--- config.mk ---
export PLATFORM = sky130hd
export DESIGN_NAME = cte_div
export DESIGN_NICKNAME = d
export VERILOG_FILES = /design/src/sv/cte_pkg.sv /design/src/sv/cte_div.sv
export SDC_FILE = /design/constraint.sdc
export NUM_CORES = 1
export LEC_CHECK = 0
export ABC_AREA = 1
export ABC_CLOCK_PERIOD_IN_PS = 2600
export BUFFER_PORTS_ARGS = -buffer_cell sky130_fd_sc_hd__buf_4
export CAP_MARGIN = 0
export CORE_ASPECT_RATIO = 1.4
export CORE_MARGIN = 5
export CORE_UTILIZATION = 45
export CTS_CLUSTER_SIZE = 40
export DETAILED_ROUTE_END_ITERATION = 16
export GPL_ROUTABILITY_DRIVEN = 1
export PLACE_DENSITY = 0.63
export SYNTH_ARGS = -nofsm -noshare
export SYNTH_HDL_FRONTEND = slang
export SYNTH_SLANG_ARGS = --single-unit
--- constraint.sdc ---
create_clock -name clk -period 2.6 [get_ports clk]
set_input_delay 0.52 -clock clk [delete_from_list [all_inputs] [get_ports clk]]
set_output_delay 0.52 -clock clk [all_outputs]
set_load 0.02 [all_outputs]
--- src/sv/cte_pkg.sv ---
// Shared types and constants for the cube texel to equirectangular address pipeline.
// No dependencies; imported by every module of the block.
package cte_pkg;

	localparam int QUO_BITS     = 17;
	localparam int ROOT_BITS    = 31;
	localparam int CORDIC_ITERS = 28;
	localparam int DW           = 18;
	localparam int CW           = 35;
	localparam int AW           = 35;
	localparam int LATENCY      = 1 + QUO_BITS + 3 + ROOT_BITS + CORDIC_ITERS + 1 + 4;

	typedef logic signed [DW-1:0] comp_t;
	typedef logic signed [CW-1:0] cvec_t;
	typedef logic signed [AW-1:0] angle_t;

	localparam comp_t  ONE_Q16   = 18'sd65536;
	localparam angle_t HALF_TURN = 35'sh0_8000_0000;

	typedef logic [0:0] reg_idx_t;
	localparam reg_idx_t REG_IMAGE_WIDTH  = 1'd0;
	localparam reg_idx_t REG_IMAGE_HEIGHT = 1'd1;

	localparam logic [2:0] FACE_POS_X = 3'd0;
	localparam logic [2:0] FACE_NEG_X = 3'd1;
	localparam logic [2:0] FACE_POS_Y = 3'd2;
	localparam logic [2:0] FACE_NEG_Y = 3'd3;
	localparam logic [2:0] FACE_POS_Z = 3'd4;

	typedef enum logic [1:0] {SRC_U, SRC_V, SRC_N} axis_src_t;

	typedef struct packed {
		axis_src_t src;
		logic      neg;
	} axis_t;

	typedef struct packed {
		axis_t dx;
		axis_t dy;
		axis_t dz;
	} face_map_t;

	// direction component sources per face; codes five and above act as -z
	function automatic face_map_t face_map(input logic [2:0] f);
		face_map_t m;
		case (f)
			FACE_POS_X: m = '{'{SRC_N, 1'b0}, '{SRC_V, 1'b1}, '{SRC_U, 1'b1}};
			FACE_NEG_X: m = '{'{SRC_N, 1'b1}, '{SRC_V, 1'b1}, '{SRC_U, 1'b0}};
			FACE_POS_Y: m = '{'{SRC_U, 1'b0}, '{SRC_N, 1'b0}, '{SRC_V, 1'b0}};
			FACE_NEG_Y: m = '{'{SRC_U, 1'b0}, '{SRC_N, 1'b1}, '{SRC_V, 1'b1}};
			FACE_POS_Z: m = '{'{SRC_U, 1'b0}, '{SRC_V, 1'b1}, '{SRC_N, 1'b0}};
			default:    m = '{'{SRC_U, 1'b1}, '{SRC_V, 1'b1}, '{SRC_N, 1'b1}};
		endcase
		return m;
	endfunction

	// atan(2^-i) in units of 2^-32 turn
	function automatic logic [31:0] atan_turn(input logic [4:0] i);
		logic [31:0] t;
		case (i)
			5'd0:  t = 32'h20000000;
			5'd1:  t = 32'h12E4051E;
			5'd2:  t = 32'h09FB385B;
			5'd3:  t = 32'h051111D4;
			5'd4:  t = 32'h028B0D43;
			5'd5:  t = 32'h0145D7E1;
			5'd6:  t = 32'h00A2F61E;
			5'd7:  t = 32'h00517C55;
			5'd8:  t = 32'h0028BE53;
			5'd9:  t = 32'h00145F2F;
			5'd10: t = 32'h000A2F98;
			5'd11: t = 32'h000517CC;
			5'd12: t = 32'h00028BE6;
			5'd13: t = 32'h000145F3;
			5'd14: t = 32'h0000A2FA;
			5'd15: t = 32'h0000517D;
			5'd16: t = 32'h000028BE;
			5'd17: t = 32'h0000145F;
			5'd18: t = 32'h00000A30;
			5'd19: t = 32'h00000518;
			5'd20: t = 32'h0000028C;
			5'd21: t = 32'h00000146;
			5'd22: t = 32'h000000A3;
			5'd23: t = 32'h00000051;
			5'd24: t = 32'h00000029;
			5'd25: t = 32'h00000014;
			5'd26: t = 32'h0000000A;
			5'd27: t = 32'h00000005;
			5'd28: t = 32'h00000003;
			5'd29: t = 32'h00000001;
			5'd30: t = 32'h00000001;
			default: t = 32'h00000000;
		endcase
		return t;
	endfunction

endpackage

--- src/sv/cte_div.sv ---
// Two-lane pipelined restoring divider, one quotient bit per stage.
// Depends on cte_pkg.
module cte_div #(
	parameter int FS_W = 12
) (
	input  logic                           clk,
	input  logic                           arst_n,
	input  logic                           in_valid,
	input  logic [FS_W:0]                  num_a,
	input  logic [FS_W:0]                  num_b,
	input  logic [FS_W-1:0]                den,
	output logic                           out_valid,
	output logic [cte_pkg::QUO_BITS-1:0]   quo_a,
	output logic [cte_pkg::QUO_BITS-1:0]   quo_b
);
	import cte_pkg::*;

	localparam int RW = FS_W + 1;

	logic [RW-1:0]       ra_s [QUO_BITS];
	logic [RW-1:0]       rb_s [QUO_BITS];
	logic [QUO_BITS-1:0] qa_s [QUO_BITS];
	logic [QUO_BITS-1:0] qb_s [QUO_BITS];
	logic                v_s  [QUO_BITS];

	genvar g;
	for (g = 0; g < QUO_BITS; g++) begin : g_step
		logic [RW-1:0]       ra_in, rb_in;
		logic [QUO_BITS-1:0] qa_in, qb_in;
		logic                v_in, ge_a, ge_b;

		if (g == 0) begin : g_first
			assign ra_in = num_a;
			assign rb_in = num_b;
			assign qa_in = '0;
			assign qb_in = '0;
			assign v_in  = in_valid;
		end else begin : g_next
			assign ra_in = {ra_s[g-1][RW-2:0], 1'b0};
			assign rb_in = {rb_s[g-1][RW-2:0], 1'b0};
			assign qa_in = qa_s[g-1];
			assign qb_in = qb_s[g-1];
			assign v_in  = v_s[g-1];
		end

		assign ge_a = ra_in >= RW'(den);
		assign ge_b = rb_in >= RW'(den);

		always_ff @(posedge clk or negedge arst_n) begin
			if (!arst_n) begin
				v_s[g] <= 1'b0;
			end else begin
				v_s[g] <= v_in;
			end
		end

		always_ff @(posedge clk) begin
			ra_s[g] <= ge_a ? ra_in - RW'(den) : ra_in;
			rb_s[g] <= ge_b ? rb_in - RW'(den) : rb_in;
			qa_s[g] <= {qa_in[QUO_BITS-2:0], ge_a};
			qb_s[g] <= {qb_in[QUO_BITS-2:0], ge_b};
		end
	end

	assign out_valid = v_s[QUO_BITS-1];
	assign quo_a     = qa_s[QUO_BITS-1];
	assign quo_b     = qb_s[QUO_BITS-1];

endmodule

* Yosys cells after proc, flatten, opt, wreduce, memory -nomap -nowiden *
Memory sizes are Yosys's and may differ from the RTL's.
Cells that the tools add are included.

word-level totals
  output and inout bits = 35
  memories = 4
  memory bits (writable) = 1020
  register bits = 17
  word-level logic and storage cells = 123
  bits of input ports = 41

operators by class
  muxes and demuxes = 34
  add/sub/neg operators = 34
  order comparisons = 34

memory list
  memory  depth  bits a word  rd ports  clocked after memory_dff  write ports  RTL line       text
  qa_s    17     17           17        0                         17           cte_div.sv:22  logic [QUO_BITS-1:0] qa_s [QUO_BITS];
  qb_s    17     17           17        0                         17           cte_div.sv:23  logic [QUO_BITS-1:0] qb_s [QUO_BITS];
  ra_s    17     13           16        0                         17           cte_div.sv:20  logic [RW-1:0] ra_s [QUO_BITS];
  rb_s    17     13           16        0                         17           cte_div.sv:21  logic [RW-1:0] rb_s [QUO_BITS];

operator list
  kind                                              number
  13-bit by 12-bit >= comparator with 1-bit output  34
  13-bit 2-to-1 mux                                 34
  13-bit by 12-bit subtractor with 13-bit output    34

* Depth between registers and ports, before layout *
An unclocked memory read counts as a cell.

  word-level depth = 3
  gate-level depth with buffers = 13
  depth with buffers taken out = 11

* Worst setup path before layout *
No wires, ideal clock.

  path type = input to register
  from = in den[7]
  to = mem ra_s[0][11] (netlist bit)
  buffers on the path = 1
  setup slack = -0.023 ns
  data arrival time = 2.510 ns
  required time = 2.486 ns
  stages on the path = 11
  library setup time = 0.114 ns
  cells stage by stage = inv_1 > ha_1 > nand2_1 > inv_1 > nand2_1 > nand2_1 > a21oi_2 > nand3_2 > buf_6 > nand3_1 > nand2_1

RTL lines
  element      RTL line       text
  from (decl)  cte_div.sv:11  input logic [FS_W-1:0] den,
  to (decl)    cte_div.sv:20

==> impl_metrics.csv <==
group,metric,value,unit
outcome,status,"complete, no violations",
floorplanning,num_io_pins,76,
synth,synthXorXnorAreaFrac,0.0337,
grt,track_usage,0.219,
final_layout,num_antenna_cells,0,
floorplanning,floorplan.core_area,95200,µm²
grt,first_global_vias,38272,
final_layout,instances_no_fill,7891,
synth,synth_warnings,0,
critical_path,worst-path-max-fanout,19,
critical_path,critical_path_arrival,2.58,ns
sta,timing.setup.tns,0,ns
route,drt-vias-per-instance,4.93,
power,power.sequential.fraction,0.294,
synth,netlist_area,43100,µm²
grt,antenna_found_initial,0,
final_layout,postLayoutCellArea,49600,µm²
sta,fin_crit,2.01,ns
route,route.antenna.remaining_nets,0,
critical_path,crit_path_start_kind,"input port",
job,drv_cap,0,
final_layout,final_layout_size_suffix_gt1_frac,0.0855,
synth,dominantRegCellSynth,"sky130_fd_sc_hd__dfxtp_1",
power,combinationalPowerShare,0.531,
route,number_of_iterations_in_the_first_detailed_routing_pass,5,
power,max-vdd-ir-drop,724,µV
power,cellInternalPower,35600,µW
sta,setup_viol_count_final,0,
route,via_count,38876,
placement,dp.final_hpwl,88.4,mm
critical_path,cp-end-kind,"register",
floorplanning,start_util,0.453,
critical_path,setup.worst_path.class,"in -> reg",
sta,skew,0.0267,ns
synth,netlist_top_cells_count,"2122 x sky130_fd_sc_hd__nand2_1, 1064 x sky130_fd_sc_hd__inv_1, 690 x sky130_fd_sc_hd__dfxtp_1",
grt,global_route.overflow_total,0,
synth,yosys.cell_count.top_type,"sky130_fd_sc_hd__nand2_1",
sta,max_slew_margin,0.646,
placement,port-buffer-count,75,
critical_path,path_buf_inv,3,
clock_network,clock_latency,0.67,ns
synth,ys_seq_area_frac,0.330,
clock_network,post_cts_buffers,0,
sta,worst_margin_pin_slew,0.530,ns
final_layout,final_nets,7089,
sta,finalCritPeriodShare,0.774,
critical_path,slowest_stage,"sky130_fd_sc_hd__inv_2",
clock_network,tritoncts,"built",
floorplanning,total_die_area,102000,µm²
synth,synth_edf_count,0,
route,route.final.wire_length,113,mm
placement,placement.cell_area,47000,µm²
clock_network,cts_buffers,76,
synth,post_synth_fa_ha_maj_area_fraction,0.133,
final_layout,area_growth,15.0,%
placement,place_congestion,0.938,
clock_network,clock-root-buffer,"sky130_fd_sc_hd__clkbuf_16",
synth,avgSynthCellArea,6.86,µm²
sta,final-max-slew-violation-count,0,
synth,synth_top_family_by_area,"simple AND/OR/NAND/NOR gates",
route,drc,0,
critical_path,timing.critical_path.required,3.17,ns
route,initialDrtViolationCount,1811,
sta,rsz0062_at_grt,"false",
clock_network,postCtsResizedCells,0,
sta,fmax,497,MHz
power,p_clk_frac,0.175,
clock_network,clock_sinks,707,
power,switchingPower,28200,µW
clock_network,cts.path.max_buffers,3,
synth,number_of_nets_in_the_synthesized_netlist,6767,
floorplanning,die-width,272,µm
synth,synth.top_cell.area_share,0.320,
floorplanning,die_height,376,µm
synth,synth-seq-cells,707,
critical_path,worstPathCellList,"buf_4 > inv_2 > buf_12 > ha_1 > nand2_1 > nor2_1 > and2_1 > nand2_2 > nand3_4 > o21ai_0",
placement,numPlacedInstances,7754,
grt,global_route_wire_length_before_repair,184,mm
synth,distinct_cells_synth,32,
sta,final-hold-violation-count,0,
clock_network,cts.clk_slew.worst_paths,0.06,ns
floorplanning,core.rowCount,134,
worst_hold_path,hp-class,"in -> reg",
synth,synth_compound_gate_area_share,0.0445,
grt,grt_start_max_net_pins,33,
synth,synthDominantAreaCellType,"sky130_fd_sc_hd__dfxtp_1",
synth,post_synth_arst_share,0.0240,
route,wl_per_cell,14.3,µm
power,p_per_area,1280,nW/µm²
power,p_leak,0.0271,µW
synth,muxShareOfSynthArea,0,
critical_path,cp_slowest_stage_delay,0.38,ns
synth,ys_top_cells_by_area,"sky130_fd_sc_hd__dfxtp_1 32%, sky130_fd_sc_hd__nand2_1 18%, sky130_fd_sc_hd__ha_1 12%, sky130_fd_sc_hd__inv_1 9.3%, sky130_fd_sc_hd__nand3_1 5.8%",
critical_path,critPathTopFamily,"buffers and inverters",
synth,simple_gate_portion_of_the_synthesized_area,0.354,
power,netSwitchingFraction,0.442,
synth,post_synth_inst_count,6288,
clock_network,htreeDepth,3,
==> layout make-up <==
cell class,instances,area (µm²)
repair buffers,316,2850
clock buffers,90,2080
inverters,1065,4030
fillers,9451,45600
clock inverters,45,512
flip-flops and latches,707,14200
well taps,1224,1530
multi-input cells,4444,24400
==> flip-flops by register name, summed over array words and instances, names as in the netlist <==
name / cells
rb_s: 192
out_valid: 1
qb_s: 153
ra_s: 192
g_step.v_in: 16
qa_s: 153
==> final timing paths <==
check                             from        endpoint  slack (ns)  cells past startpoint
max                             den[5]     ra_s[0][81]        0.59                     10
min in group asynchronous       arst_n       out_valid        0.24                      2
max in group asynchronous       arst_n  g_step[7].v_in        2.19                      2
min reg2reg                qb_s[12][7]     qb_s[13][8]        0.30                      0
min                           num_b[2]      rb_s[0][2]        0.11                      3
max reg2reg                rb_s[0][20]     rb_s[0][34]        0.64                      9
==> power by group through the flow <==
stage / combinational, µW / clock, µW / sequential [µW]
6_report: 33800 / 11100 / 18700
5_1_grt: 39000 / 12000 / 19300
4_1_cts: 33900 / 11500 / 18800
3_5_place_dp: 33800 / 0 / 19000
3_3_place_gp: 33300 / 0 / 18900
2_1_floorplan: 25600 / 0 / 18000
==> worst register-to-register path: cells and delay by family, from the launching register on <==
family / cells / cell delay [ns]
flops: 1 / 0.43
buf+inv: 1 / 0.05
simple gates: 6 / 0.75
fa+ha+maj: 1 / 0.32
compound gates: 1 / 0.30
==> per-layer routing <==
layer	part of all wire	global-route usage
met1	0.40	0.232
met2	0.53	0.428
met3	0.034	0.0318
met4	0.043	0.0908
met5	0	0
==> cells by family after synthesis <==
| logic type | after synthesis |
|---|---|
| and+or+nand+nor | 3486 |
| adders and majority gates | 438 |
| DFF | 707 |
| buffers and inverters | 1137 |
| AOI/OAI and AO/OA | 354 |
| xor gates and xnor gates | 166 |
==> cells in the final DEF (no fill, tap or decap), drive strengths merged <==
cell type	count
o221ai	1
xnor2	32
clkbuf	90
dfrtp	17
bufinv	7
a21oi	164
nand3b	45
clkinvlp	13
o21ai	186
nand2	2150
or2	2
and2	14
nand4	287
fa	32
buf	314
nor3	36
inv	1067
xor2	134
clkinv	23
o211ai	1
dlygate4sd3	2
o31ai	1
nand3	551
nor2	401
ha	406
a211oi	1
dfxtp	690
==> metrics by stage <==
step	total power [µW]	worst slack, ns	utilization	hold slack, ns
global placement	52200	-0.103	0.493	0.310
detailed placement	52800	-0.117	0.493	0.312
floorplan	43600	0.00303	-	0.224
finish	63700	0.588	0.521	0.110
global route	70200	0.426	0.521	0.0867
CTS	64200	0.577	0.521	0.0622
==> timing repair <==
item,CTS,global route
hold buffers,2,0
endpoints found under the hold margin,18,0
setup endpoints to repair,0,0
No activity file was read; power rests on OpenSTA's default activity.
